===== src/rprc_pkg.sv =====
// rprc_pkg: shared types, constants and the crc-8 helper of the ring packet receiver
// used by every module under src
package rprc_pkg;

  localparam int MAX_DEVICES = 4;
  localparam int ADDR_REGS   = 4;
  localparam int ADDR_USED   = (MAX_DEVICES < ADDR_REGS) ? MAX_DEVICES : ADDR_REGS;
  localparam int RX_DEPTH    = 16;
  localparam int WIPE_LEN    = 16;
  localparam int OUT_LIMIT   = 16;
  localparam int WIPE_CNT    = (WIPE_LEN < OUT_LIMIT) ? WIPE_LEN : OUT_LIMIT;
  localparam int MSG_LEN     = 6;

  localparam logic [7:0] SYNC_VALUE = 8'd84;
  localparam logic [7:0] HDR_ACK    = 8'h52;
  localparam logic [7:0] HDR_NAK    = 8'h53;
  localparam logic [7:0] HDR2_VALUE = 8'h50;
  localparam logic [7:0] HDR2_MASK  = 8'hfc;
  localparam logic [7:0] HDR1_VALUE = 8'h30;
  localparam logic [7:0] HDR1_MASK  = 8'hf0;

  localparam logic [7:0] CRC_TAB [8] = '{8'h5e, 8'hbc, 8'h61, 8'hc2,
                                         8'h9d, 8'h23, 8'h46, 8'h8c};

  // input modes
  localparam logic [1:0] MODE_LINE    = 2'd0;
  localparam logic [1:0] MODE_RELEASE = 2'd1;

  // register indexes on the apb port
  localparam logic [2:0] REG_COUNT = 3'd0;
  localparam logic [2:0] REG_ADDR0 = 3'd1;
  localparam logic [2:0] REG_ADDR1 = 3'd2;
  localparam logic [2:0] REG_ADDR2 = 3'd3;
  localparam logic [2:0] REG_ADDR3 = 3'd4;

  typedef struct packed {
    logic [1:0] mode;
    logic [7:0] rx_byte;
    logic [3:0] read_index;
  } rprc_in_t;

  typedef struct packed {
    logic [7:0] tx_byte;
    logic       tx_valid;
    logic       last;
    logic       packet_ready;
    logic [7:0] read_data;
    logic [7:0] dest_address;
    logic [7:0] src_address;
    logic [4:0] payload_length;
    logic       passing_through;
  } rprc_out_t;

  typedef struct packed {
    logic [2:0]                 count;
    logic [ADDR_REGS-1:0][7:0] addr;
  } rprc_cfg_t;

  typedef struct packed {
    logic       en;
    logic [3:0] addr;
    logic [7:0] data;
  } rprc_wr_t;

  // one burst of result items plus the status after the transfer
  typedef struct packed {
    logic                     tx_valid;
    logic [3:0]               last_idx;
    logic [MSG_LEN-1:0][7:0] msg;
    logic                     lock;
    logic [7:0]               dest;
    logic [7:0]               src;
    logic [4:0]               len;
    logic                     pass;
  } rprc_job_t;

  function automatic logic [7:0] crc8_feed(input logic [7:0] crc, input logic [7:0] b);
    logic [7:0] x;
    logic [7:0] r;
    x = b ^ crc;
    r = '0;
    for (int i = 0; i < 8; i++) begin
      if (x[i]) r = r ^ CRC_TAB[i];
    end
    return r;
  endfunction

endpackage


===== src/ring_packet_receiver_crc8.sv =====
// ring_packet_receiver_crc8: receiver for a ring packet protocol with crc-8 check
// Input channel (in_valid_i / in_stall_o / in_data_i): one transfer carries a line
// byte, a lock release or a payload read request. Output channel (out_valid_o /
// out_stall_i / out_data_o): each input transfer yields 1 to 16 result items,
// the final one flagged by last; status fields show the state after the input.
// The first result item is valid in the cycle after the input transfer.
// Throughput: one result item per cycle while out_stall_i is low; an input yields
// 1 result item for most bytes, 4 when forwarding starts, 6 for an ack or
// nak frame, 16 for a wipe burst. The burst register in rprc_tx plays these out;
// a new input is taken in the same cycle as the final item of the previous one.
// The payload buffer is a 16 x 8 synchronous memory read once per input transfer,
// with the byte written by the same transfer forwarded to the read.
// The apb port sets the own address count and the four own addresses.
// Reset clears the frame state, flags and registers; the payload buffer holds
// no defined data until written. While out_stall_i is high the current item
// holds and in_stall_o stays high.
// depends on rprc_pkg and the rprc_* modules
module ring_packet_receiver_crc8
  import rprc_pkg::*;
(
  input  logic        clk_i,
  input  logic        rst_ni,
  input  logic        in_valid_i,
  output logic        in_stall_o,
  input  rprc_in_t    in_data_i,
  output logic        out_valid_o,
  input  logic        out_stall_i,
  output rprc_out_t   out_data_o,
  input  logic        psel,
  input  logic        penable,
  input  logic        pwrite,
  input  logic [4:0]  paddr,
  input  logic [31:0] pwdata,
  output logic [31:0] prdata,
  output logic        pready
);

  rprc_cfg_t  cfg;
  rprc_wr_t   wr;
  rprc_job_t  job;
  logic       accept, busy;
  logic [7:0] rd_data;

  assign in_stall_o = busy;
  assign accept     = in_valid_i & ~busy;

  rprc_regs u_regs (
    .clk_i   (clk_i),
    .rst_ni  (rst_ni),
    .psel    (psel),
    .penable (penable),
    .pwrite  (pwrite),
    .paddr   (paddr),
    .pwdata  (pwdata),
    .prdata  (prdata),
    .pready  (pready),
    .cfg_o   (cfg)
  );

  rprc_parser u_parser (
    .clk_i    (clk_i),
    .rst_ni   (rst_ni),
    .accept_i (accept),
    .in_i     (in_data_i),
    .cfg_i    (cfg),
    .wr_o     (wr),
    .job_o    (job)
  );

  rprc_payload_ram u_ram (
    .clk_i     (clk_i),
    .wr_i      (wr),
    .rd_en_i   (accept),
    .rd_addr_i (in_data_i.read_index),
    .rd_data_o (rd_data)
  );

  rprc_tx u_tx (
    .clk_i       (clk_i),
    .rst_ni      (rst_ni),
    .accept_i    (accept),
    .job_i       (job),
    .rd_data_i   (rd_data),
    .busy_o      (busy),
    .out_valid_o (out_valid_o),
    .out_stall_i (out_stall_i),
    .out_data_o  (out_data_o)
  );

endmodule


===== src/rprc_regs.sv =====
// rprc_regs: apb register file holding the own address count and own addresses
// depends on rprc_pkg
module rprc_regs
  import rprc_pkg::*;
(
  input  logic        clk_i,
  input  logic        rst_ni,
  input  logic        psel,
  input  logic        penable,
  input  logic        pwrite,
  input  logic [4:0]  paddr,
  input  logic [31:0] pwdata,
  output logic [31:0] prdata,
  output logic        pready,
  output rprc_cfg_t   cfg_o
);

  rprc_cfg_t cfg_q, cfg_d;
  logic      wr;

  assign pready = 1'b1;
  assign wr     = psel & penable & pwrite;
  assign cfg_o  = cfg_q;

  always_comb begin
    cfg_d = cfg_q;
    if (wr) begin
      unique case (paddr[4:2])
        REG_COUNT: cfg_d.count   = pwdata[2:0];
        REG_ADDR0: cfg_d.addr[0] = pwdata[7:0];
        REG_ADDR1: cfg_d.addr[1] = pwdata[7:0];
        REG_ADDR2: cfg_d.addr[2] = pwdata[7:0];
        REG_ADDR3: cfg_d.addr[3] = pwdata[7:0];
        default: ;
      endcase
    end
  end

  always_comb begin
    unique case (paddr[4:2])
      REG_COUNT: prdata = {29'd0, cfg_q.count};
      REG_ADDR0: prdata = {24'd0, cfg_q.addr[0]};
      REG_ADDR1: prdata = {24'd0, cfg_q.addr[1]};
      REG_ADDR2: prdata = {24'd0, cfg_q.addr[2]};
      REG_ADDR3: prdata = {24'd0, cfg_q.addr[3]};
      default:   prdata = '0;
    endcase
  end

  always_ff @(posedge clk_i or negedge rst_ni) begin
    if (!rst_ni) begin
      cfg_q <= '0;
    end else begin
      cfg_q <= cfg_d;
    end
  end

endmodule


===== src/rprc_payload_ram.sv =====
// rprc_payload_ram: payload buffer, one write and one registered read per cycle
// depends on rprc_pkg
module rprc_payload_ram
  import rprc_pkg::*;
(
  input  logic       clk_i,
  input  rprc_wr_t   wr_i,
  input  logic       rd_en_i,
  input  logic [3:0] rd_addr_i,
  output logic [7:0] rd_data_o
);

  logic [7:0] mem [RX_DEPTH];
  logic [7:0] rd_data_q;

  assign rd_data_o = rd_data_q;

  always_ff @(posedge clk_i) begin
    if (wr_i.en) begin
      mem[wr_i.addr] <= wr_i.data;
    end
  end

  // a read of the entry written in the same cycle sees the new byte
  always_ff @(posedge clk_i) begin
    if (rd_en_i) begin
      if (wr_i.en && wr_i.addr == rd_addr_i) begin
        rd_data_q <= wr_i.data;
      end else begin
        rd_data_q <= mem[rd_addr_i];
      end
    end
  end

endmodule


===== src/rprc_parser.sv =====
// rprc_parser: frame state machine, crc check, address match and reply framing
// depends on rprc_pkg; writes the payload buffer and hands a burst to rprc_tx
module rprc_parser
  import rprc_pkg::*;
(
  input  logic      clk_i,
  input  logic      rst_ni,
  input  logic      accept_i,
  input  rprc_in_t  in_i,
  input  rprc_cfg_t cfg_i,
  output rprc_wr_t  wr_o,
  output rprc_job_t job_o
);

  localparam logic [3:0] PH_IDLE      = 4'd0;
  localparam logic [3:0] PH_SYNC      = 4'd1;
  localparam logic [3:0] PH_HDR2      = 4'd2;
  localparam logic [3:0] PH_HDR1      = 4'd3;
  localparam logic [3:0] PH_DEST      = 4'd4;
  localparam logic [3:0] PH_DATA      = 4'd5;
  localparam logic [3:0] PH_CRC       = 4'd6;
  localparam logic [3:0] PH_PASS_SRC  = 4'd7;
  localparam logic [3:0] PH_PASS_DATA = 4'd8;

  localparam logic [4:0] DEPTH_L = 5'(RX_DEPTH);

  logic [3:0] phase_q, phase_d;
  logic [7:0] crc_q, crc_d, hdr2_q, hdr2_d, hdr1_q, hdr1_d;
  logic [7:0] dest_q, dest_d, src_q, src_d;
  logic [4:0] len_q, len_d, fill_q, fill_d;
  logic       ack_q, ack_d, lock_q, lock_d, abort_q, abort_d, pass_q, pass_d;

  logic [7:0] c;
  logic [2:0] n_used;
  logic       ours, bad, do_reply;
  logic [7:0] reply_hdr, c1, c2, c3, c4;
  logic [4:0] lenv;

  assign c = in_i.rx_byte;

  always_comb begin
    n_used = (cfg_i.count > 3'(ADDR_USED)) ? 3'(ADDR_USED) : cfg_i.count;
    ours   = 1'b0;
    for (int i = 0; i < ADDR_REGS; i++) begin
      if (3'(i) < n_used && cfg_i.addr[i] == c) ours = 1'b1;
    end
  end

  always_comb begin
    phase_d   = phase_q;
    crc_d     = crc_q;
    hdr2_d    = hdr2_q;
    hdr1_d    = hdr1_q;
    dest_d    = dest_q;
    src_d     = src_q;
    len_d     = len_q;
    fill_d    = fill_q;
    ack_d     = ack_q;
    lock_d    = lock_q;
    abort_d   = abort_q;
    pass_d    = pass_q;
    bad       = 1'b0;
    do_reply  = 1'b0;
    reply_hdr = HDR_NAK;
    lenv      = '0;
    c1 = '0;
    c2 = '0;
    c3 = '0;
    c4 = '0;
    wr_o      = '0;
    job_o     = '0;

    if (in_i.mode == MODE_RELEASE) begin
      lock_d = 1'b0;
    end else if (in_i.mode == MODE_LINE) begin
      unique case (phase_q)
        PH_IDLE: begin
          if (c == SYNC_VALUE) begin
            phase_d = PH_SYNC;
            abort_d = 1'b0;
          end
        end
        PH_SYNC: begin
          hdr2_d = c;
          if ((c & HDR2_MASK) != HDR2_VALUE) begin
            bad = 1'b1;
          end else begin
            ack_d   = (c[1:0] == 2'd1);
            crc_d   = crc8_feed(8'd0, c);
            phase_d = PH_HDR2;
          end
        end
        PH_HDR2: begin
          hdr1_d = c;
          if ((c & HDR1_MASK) != HDR1_VALUE) begin
            bad = 1'b1;
          end else begin
            lenv = {1'b0, c[3:0]};
            if (lenv > DEPTH_L) lenv = DEPTH_L;
            len_d   = lenv;
            crc_d   = crc8_feed(crc_q, c);
            phase_d = PH_HDR1;
          end
        end
        PH_HDR1: begin
          if (!ours) begin
            job_o.tx_valid = 1'b1;
            job_o.last_idx = 4'd3;
            job_o.msg[0]   = SYNC_VALUE;
            job_o.msg[1]   = hdr2_q;
            job_o.msg[2]   = hdr1_q;
            job_o.msg[3]   = c;
            phase_d        = PH_PASS_SRC;
            ack_d          = 1'b0;
            pass_d         = 1'b1;
          end else begin
            dest_d  = c;
            crc_d   = crc8_feed(crc_q, c);
            phase_d = PH_DEST;
          end
        end
        PH_DEST: begin
          if (lock_q) begin
            do_reply  = 1'b1;
            reply_hdr = HDR_NAK;
            ack_d     = 1'b0;
            abort_d   = 1'b1;
            phase_d   = PH_IDLE;
          end else begin
            src_d   = c;
            fill_d  = '0;
            crc_d   = crc8_feed(crc_q, c);
            phase_d = (len_q == 5'd0) ? PH_CRC : PH_DATA;
          end
        end
        PH_DATA: begin
          wr_o.en   = (fill_q < DEPTH_L);
          wr_o.addr = fill_q[3:0];
          wr_o.data = c;
          fill_d    = fill_q + 5'd1;
          crc_d     = crc8_feed(crc_q, c);
          if (fill_d >= len_q) phase_d = PH_CRC;
        end
        PH_CRC: begin
          if (c == crc_q) begin
            reply_hdr = HDR_ACK;
            lock_d    = 1'b1;
          end else begin
            reply_hdr = HDR_NAK;
          end
          if (ack_q) begin
            do_reply = 1'b1;
            ack_d    = 1'b0;
          end
          phase_d = PH_IDLE;
        end
        PH_PASS_SRC: begin
          job_o.tx_valid = 1'b1;
          job_o.msg[0]   = c;
          len_d          = len_q + 5'd1;
          phase_d        = PH_PASS_DATA;
        end
        PH_PASS_DATA: begin
          job_o.tx_valid = 1'b1;
          job_o.msg[0]   = c;
          if (len_q > 5'd1) begin
            len_d = len_q - 5'd1;
          end else begin
            phase_d = PH_IDLE;
            pass_d  = 1'b0;
          end
        end
        default: bad = 1'b1;
      endcase
    end

    // bad header: wipe burst unless this frame was already refused
    if (bad) begin
      if (!abort_q) begin
        job_o.tx_valid = 1'b1;
        job_o.last_idx = 4'(WIPE_CNT - 1);
      end
      ack_d   = 1'b0;
      lock_d  = 1'b0;
      pass_d  = 1'b0;
      phase_d = PH_IDLE;
    end

    // ack or nak frame with its own crc
    if (do_reply) begin
      c1 = crc8_feed(8'd0, reply_hdr);
      c2 = crc8_feed(c1, HDR1_VALUE);
      c3 = crc8_feed(c2, src_q);
      c4 = crc8_feed(c3, dest_q);
      job_o.tx_valid = 1'b1;
      job_o.last_idx = 4'(MSG_LEN - 1);
      job_o.msg[0]   = SYNC_VALUE;
      job_o.msg[1]   = reply_hdr;
      job_o.msg[2]   = HDR1_VALUE;
      job_o.msg[3]   = src_q;
      job_o.msg[4]   = dest_q;
      job_o.msg[5]   = c4;
      crc_d          = c4;
    end

    job_o.lock = lock_d;
    job_o.dest = dest_d;
    job_o.src  = src_d;
    job_o.len  = len_d;
    job_o.pass = pass_d;
    if (!accept_i) wr_o.en = 1'b0;
  end

  always_ff @(posedge clk_i or negedge rst_ni) begin
    if (!rst_ni) begin
      phase_q <= PH_IDLE;
      crc_q   <= '0;
      hdr2_q  <= '0;
      hdr1_q  <= '0;
      dest_q  <= '0;
      src_q   <= '0;
      len_q   <= '0;
      fill_q  <= '0;
      ack_q   <= 1'b0;
      lock_q  <= 1'b0;
      abort_q <= 1'b0;
      pass_q  <= 1'b0;
    end else if (accept_i) begin
      phase_q <= phase_d;
      crc_q   <= crc_d;
      hdr2_q  <= hdr2_d;
      hdr1_q  <= hdr1_d;
      dest_q  <= dest_d;
      src_q   <= src_d;
      len_q   <= len_d;
      fill_q  <= fill_d;
      ack_q   <= ack_d;
      lock_q  <= lock_d;
      abort_q <= abort_d;
      pass_q  <= pass_d;
    end
  end

endmodule


===== src/rprc_tx.sv =====
// rprc_tx: burst register that plays out the result items of one input transfer
// depends on rprc_pkg; read data comes from rprc_payload_ram
module rprc_tx
  import rprc_pkg::*;
(
  input  logic       clk_i,
  input  logic       rst_ni,
  input  logic       accept_i,
  input  rprc_job_t  job_i,
  input  logic [7:0] rd_data_i,
  output logic       busy_o,
  output logic       out_valid_o,
  input  logic       out_stall_i,
  output rprc_out_t  out_data_o
);

  rprc_job_t  job_q;
  logic       valid_q;
  logic [3:0] cnt_q;
  logic       is_last, done;
  logic [7:0] tx_sel;

  assign is_last = (cnt_q == job_q.last_idx);
  assign done    = valid_q & ~out_stall_i & is_last;
  // free for a new transfer once the final item of this burst leaves
  assign busy_o  = valid_q & ~done;

  always_comb begin
    if (cnt_q < 4'(MSG_LEN)) begin
      tx_sel = job_q.msg[cnt_q[2:0]];
    end else begin
      tx_sel = '0;
    end
  end

  assign out_valid_o                = valid_q;
  assign out_data_o.tx_byte         = tx_sel;
  assign out_data_o.tx_valid        = job_q.tx_valid;
  assign out_data_o.last            = is_last;
  assign out_data_o.packet_ready    = job_q.lock;
  assign out_data_o.read_data       = rd_data_i;
  assign out_data_o.dest_address    = job_q.dest;
  assign out_data_o.src_address     = job_q.src;
  assign out_data_o.payload_length  = job_q.len;
  assign out_data_o.passing_through = job_q.pass;

  always_ff @(posedge clk_i or negedge rst_ni) begin
    if (!rst_ni) begin
      valid_q <= 1'b0;
      cnt_q   <= '0;
    end else if (accept_i) begin
      valid_q <= 1'b1;
      cnt_q   <= '0;
    end else if (done) begin
      valid_q <= 1'b0;
    end else if (valid_q && !out_stall_i) begin
      cnt_q <= cnt_q + 4'd1;
    end
  end

  always_ff @(posedge clk_i) begin
    if (accept_i) begin
      job_q <= job_i;
    end
  end

endmodule


===== config.mk =====
export PLATFORM = sky130hd
export DESIGN_NAME = ring_packet_receiver_crc8
export DESIGN_NICKNAME = d
export VERILOG_FILES = /design/src/rprc_pkg.sv /design/src/ring_packet_receiver_crc8.sv /design/src/rprc_regs.sv /design/src/rprc_payload_ram.sv /design/src/rprc_parser.sv /design/src/rprc_tx.sv
export SDC_FILE = /design/constraint.sdc
export NUM_CORES = 1
export LEC_CHECK = 0
export BUFFER_PORTS_ARGS = -buffer_cell sky130_fd_sc_hd__clkbuf_2
export CORE_MARGIN = 2
export CORE_UTILIZATION = 30
export DETAILED_ROUTE_END_ITERATION = 16
export PLACE_DENSITY = 0.53
export SLEW_MARGIN = 10
export SYNTH_ARGS = -nofsm -noshare
export SYNTH_HDL_FRONTEND = slang
export SYNTH_SLANG_ARGS = --single-unit

===== constraint.sdc =====
create_clock -name clk_i -period 5.3 [get_ports clk_i]
set_clock_uncertainty 0.1 [all_clocks]
set_input_delay 0.265 -clock clk_i [delete_from_list [all_inputs] [get_ports clk_i]]
set_output_delay 0.265 -clock clk_i [all_outputs]
set_load 0.03 [all_outputs]

; Yosys cells after proc, flatten, opt, wreduce, memory -nomap -nowiden
; Memory sizes are Yosys's and may differ from the RTL's. A register that Yosys moved wholly into a read port is not among the register bits.
; Index checks and enable logic that the tools add are counted.
[op_classes]
n_eq_ne = 40
addsub = 4
mux = 337
reduce_logical = 36
magnitude_cmp = 11
bitwise_logic = 79
[op_table]
columns = cell, count
row1 = $mux W8, 220
row2 = $mux W7, 24
row3 = $not A3 Y3, 45
row4 = $mux W32, 4
row5 = $not A5 Y5, 18
row6 = $pmux W8 S5, 2
row7 = $mux W5, 11
row8 = $mux W6, 9
row9 = $mux W4, 13
row10 = $eq A8 B8 Y1, 5
row11 = $mux W13, 3
row12 = $mux W1, 36
row13 = $pmux W4 S9, 1
row14 = $bmux W8 S3, 1
row15 = $mux W24, 1
row16 = $xor A8 B8 Y8, 3
row17 = $eq A4 B3 Y1 const B, 4
row18 = $pmux W8 S2, 1
row19 = $ne A3 B2 Y1 const B, 5
row20 = $pmux W5 S3, 1
row21 = $ne A3 B1 Y1 const B, 4
row22 = $reduce_and A2 Y1, 6
row23 = $reduce_bool A2 Y1, 6
row24 = $add A5 B1 Y5 const B, 2
row25 = other kinds (53), 82
[word_totals]
register_bits = 174
mem_count = 1
elab_cells = 542
inputBits = 58
ram_bits = 128
[memory_table]
columns = memory, depth, word_bits, read_ports, rd_ports_with_merged_regs, write_ports, line_no
row1 = u_ram.mem, 16, 8, 1, 1, 1, rprc_payload_ram.sv:13  ; logic [7:0] mem [RX_DEPTH];

; Longest topological paths before layout
[depth]
word_depth = 99
mapped_depth = 10

; By module
; Synthesis repeated with hierarchy kept, for this count alone.
[unflattened]
cells_unflattened = 1150
hier_area_um2 = 15823.9
[modules_own_cells]
columns = mod, area_each_um2, cells_each, seq_area_each_um2, instances
row1 = rprc_payload_ram, 5480.3, 242, 4083.9, 1
row2 = rprc_parser, 5216.3, 590, 1451.4, 1
row3 = rprc_tx, 3259.4, 175, 2407.3, 1
row4 = rprc_regs, 1854.3, 142, 875.8, 1
row5 = ring_packet_receiver_crc8, 13.8, 1, 0.0, 1

; Worst setup path before layout
; OpenSTA, ideal clock, no wires.
[synth_path]
path_type = register to register
startpoint = register u_tx.cnt_q[0]
endpoint = register u_ram.rd_data_q[0] (netlist: u_ram.rd_data_o[0]) (read register of u_ram.mem), enable pin
stages_incl_launch_ff = 8
required_ps = 4719
path_buffers = 2
slack_ps = 946
arrival_time_ps = 3772
period_less_slack_ps = 4354
setup_ps = 481
cell_sequence = dfrtp_1 -> buf_4 -> xnor2_1 -> nand4_1 -> o21ai_2 -> nand2_1 -> inv_1 -> clkbuf_1
[synth_between]
elab_chain_cells = 6
[synth_rtl]
columns = item, line_no
row1 = from (decl), rprc_tx.sv:19  ; logic [3:0] cnt_q;
row2 = from (signal assigned), rprc_tx.sv:57  ; cnt_q <= cnt_q + 4'd1;
row3 = $eq A4 B4 Y1, rprc_tx.sv:23  ; assign is_last = (cnt_q == job_q.last_idx);
row4 = $and A1 B1 Y1, rprc_tx.sv:24  ; assign done = valid_q & ~out_stall_i & is_last;
row5 = $not A1 Y1, rprc_tx.sv:26  ; assign busy_o = valid_q & ~done;
row6 = $and A1 B1 Y1, rprc_tx.sv:26
row7 = $not A1 Y1, ring_packet_receiver_crc8.sv:45  ; assign accept = in_valid_i & ~busy;
row8 = $and A1 B1 Y1, ring_packet_receiver_crc8.sv:45
row9 = net accept, ring_packet_receiver_crc8.sv:41  ; logic accept, busy;
row10 = to (decl), rprc_payload_ram.sv:14  ; logic [7:0] rd_data_q;
; The timed path passes the listed nets, and every way through them passes these cells.
; A chain may end at the register's enable or synchronous reset.

; Worst setup path after layout
[layout_path]
startpoint = register u_tx.cnt_q[1]
endpoint = memory u_ram.mem[4][1], enable pin
[layout_between]
elab_chain_cells = 9
[layout_rtl]
columns = item, line_no
row1 = $eq A4 B4 Y1, rprc_tx.sv:23
row2 = $and A1 B1 Y1, rprc_tx.sv:24
row3 = $not A1 Y1, rprc_tx.sv:26
row4 = $and A1 B1 Y1, rprc_tx.sv:26
row5 = $not A1 Y1, ring_packet_receiver_crc8.sv:45
row6 = $and A1 B1 Y1, ring_packet_receiver_crc8.sv:45
row7 = $mux W1, rprc_parser.sv:211  ; if (!accept_i) wr_o.en = 1'b0;
row8 = $mux W1, rprc_payload_ram.sv:19  ; if (wr_i.en) begin
row9 = $mux W1 (implied by the code), rprc_payload_ram.sv:20  ; mem[wr_i.addr] <= wr_i.data;
row10 = to (decl), rprc_payload_ram.sv:13
; Every way passes these cells.

==> out/qor.txt <==
===============================================================================
Die outline width                                                        231 um
Post-DP HPWL                                                           24700 um
Clock insertion delay at the later pin of the skew report               0.55 ns
Post-synthesis cell count                                                  1157
Startpoint of the lowest-slack hold path                            out_stall_i
Number of nets in the final layout                                         1283
Dominant register cell in the synthesized netlist                      edfxtp_1
Root Buffer                                                           clkbuf_16
Maximum number of pins on one net before global-route repair                 82
Kind of start point of the critical path                               register
Growth of design area from synthesis to finish                            13.5%
Tmin final                                                              3.54 ns
Arr. time, crit path                                                    3.61 ns
Unrepaired setup endpoints after global routing                           false
Row Count                                                                    83
Number of DRC violations after detailed routing                               0
Overall die area                                                      53200 um2
Total negative slack for setup checks                                      0 ns
Area share of the largest cell type after synthesis                       41.3%
Aggregate global-route resource usage                                     14.2%
Die extent in y                                                          231 um
Leakage component of the power                                       0.00636 uW
Number of buffers inserted by post-CTS setup repair                           0
First-pass GRT wire length                                             57400 um
Crit. End Element                                                      register
Placement-stage cell area                                             16200 um2
Critical Setup Path Class                                          register to register
Library cells used by synthesis                                              69
Global route overflow                                                         0
EDFF count, synth                                                           212
I/O pin cnt                                                                 134
Reg2Reg Launch Point                                               u_tx.cnt_q[1]
Proportion of layout cells with a drive suffix above 1                    25.0%
Antenna Diode Count                                                           0
Yosys warning count                                                           0
Overall Power                                                           7370 uW
Beginning of the critical path                                     u_tx.cnt_q[1]
Antenna violations before repair                                              1
Clock tree from TritonCTS                                                  done
Routed wirelength normalized by instance count                          19.5 um
Tcrit/Tclk final                                                          66.8%
Vias after detailed routing                                                9198
Final standard cell area without fillers                              17500 um2
Data required time of the critical path                                 5.37 ns
Total core area                                                       51100 um2
Clk slew on worst S/H paths                                             0.06 ns
Max-Slew Margin vs Limit                                                  25.8%
Total clock buffers created by CTS                                           36
Quantity of hold-fixing buffers added after cts                              12
# setup viols final                                                           0
P per Cell Area                                                      421 nW/um2
Initial cell density of the core                                          30.2%
Hold Crit Class                                                    input pin to register
Top area cells in the synthesized netlist                          edfxtp_1 41%, dfrtp_1 16%, mux4_2 7.0%, mux2_2 6.6%, xnor2_1 3.5%
Share of synthesized area occupied by flip-flops and latches              57.2%
Number of nets still failing antenna checks after routing                     0
H-tree lvl count                                                              2
Crit path max fanout                                                         13
Final hold viol count                                                         0
Number of flip-flops and latches in the synthesized netlist                 310
Number of DRC violations after detailed-routing iteration 0                 731
Hold slack                                                            0.0323 ns
Tightest Pin Transition                                                 1.10 ns
Routed vias/inst                                                           4.80
Max Fclk                                                              0.283 GHz
Wirelength, routed                                                     37300 um
Number of detailed-routing iterations run before antenna repair               5
Sinks on Clock Net                                                          310
Netlist area before placement                                         15400 um2
Post-synthesis average cell area                                       13.3 um2
Cell taking the most area after synthesis                              edfxtp_1
Number of gates resized after CTS                                             0
Share of flip-flops with an asynchronous set or reset                     31.6%
Maximum vdd drop                                                         269 uV
Number of max-capacitance violations reported                                 0
Number of buffer cells added on primary ports                                82
Final Max Slew Viols                                                          0
Run status                                                            completed
Buffer depth of the longest clock path                                        3
Final weighted congestion of routability-driven global placement          0.833
Number of global-route vias before repair                                  9174
===============================================================================
==> path summary, 6_finish.rpt <==
path,to,cells past startpoint,slack [ns]
max in group asynchronous,u_parser.src_q[5],3,3.69
min in group asynchronous,u_regs.cfg_o[7],2,0.27
hold reg to reg,u_parser.hdr1_q[0],2,0.38
hold / removal,u_tx.cnt_q[0],4,0.03
setup reg to reg,u_ram.mem[4][1],7,1.76
setup / recovery,u_ram.mem[4][1],7,1.76
==> state kept, by name, indices dropped and copies added (netlist names), 4 cells and up <==
signal,cells
u_ram.rd_data_o,8
u_parser.crc_q,8
u_parser.src_q,8
u_parser.hdr2_q,8
u_tx.job_q,52
u_parser.phase_q,4
u_tx.cnt_q,4
u_parser.dest_q,8
u_regs.cfg_o,35
u_ram.mem,128
u_parser.fill_q,5
u_parser.hdr1_q,8
u_parser.len_q,5
u_tx.out_data_o,24
==> synthesized netlist by cell type (all sizes together), types with 2 or more instances <==
master and count:
a211oi 2, a21o 4, a21oi 23, a22o 11
a22oi 15, a31oi 5, a32oi 3, and2 30
and3 5, buf 73, clkbuf 40, conb 2
dfrtp 98, edfxtp 212, ha 13, inv 16
mux2 102, mux2i 12, mux4 48, nand2 72
nand2b 11, nand3 16, nand3b 7, nand4 7
nor2 96, nor2b 5, nor3 22, nor4 6
nor4b 3, o2111ai 2, o211ai 2, o21a 3
o21ai 48, o311ai 3, or2 4, or3 3
or4 2, xnor2 61, xor2 54
==> through the flow <==
stage	util (%)	std cells	setup slack, ns
floorplan	-	1180	0.946
global placement	31.8	1842	1.74
detailed placement	31.8	1842	1.69
CTS	34.3	1915	1.71
global route	34.3	1915	1.50
finish	34.3	1915	1.76
==> kinds of logic (layout without fill, tap and decap cells) <==
| kind of cell | count (synthesis) | in the layout | synth area share, % |
|---|---|---|---|
| flops | 310 | 310 | 57.2 |
| buf+inv | 130 | 185 | 4.64 |
| simple gates | 291 | 291 | 9.28 |
| compound gates | 132 | 132 | 5.53 |
| fa+ha+maj | 13 | 13 | 1.06 |
| mux | 162 | 162 | 15.4 |
| xor+xnor | 117 | 117 | 6.83 |
| other cells | 2 | 25 | 0.0487 |
==> critical path, cell delays in order, from the launching register on <==
cell	delay, ns
dfrtp_1	0.74
xnor2_1	0.19
nand4_1	0.14
o21ai_2	0.28
nand3_2	0.21
or3_1	0.42
or3_1	0.41
nor2_1	0.69
==> area by class of cell <==
cell class              instances  area, um2
clock buffers                  45        955
repair buffers                107        643
clock inverters                16        191
multi-input cells             740       5980
fillers                      5027      33600
flip-flops and latches        310       8820
inverters                      17       66.3
well taps                     680        851
==> where the power goes <==
part           leakage [uW]  total [uW]  switching, uW  internal, uW
Combinational       0.00279        1920           1100           824
Clock              0.000559        2450           1010          1440
Sequential          0.00302        3000            220          2780
==> layer usage <==
metal  part of all wire [%]  track usage [%]  vias to the layer above
met5                  0.035                0                        -
met4                    2.2             4.44                        2
met3                    5.0             2.53                       57
met2                     46             22.3                      245
met1                     47             20.1                     4626
li1                       -                -                     4268
==> placed cells by master (no fill, tap or decap), drive strengths merged, types with 25 or more instances in the layout <==
master	netlist	routed
dfrtp	98	98
nor2	96	96
o21ai	48	48
clkbuf	40	126
mux2	102	102
xor2	54	54
xnor2	61	61
mux4	48	48
edfxtp	212	212
and2	30	30
nand2	72	72
conb	2	25
(Power assumes the default switching activity.)
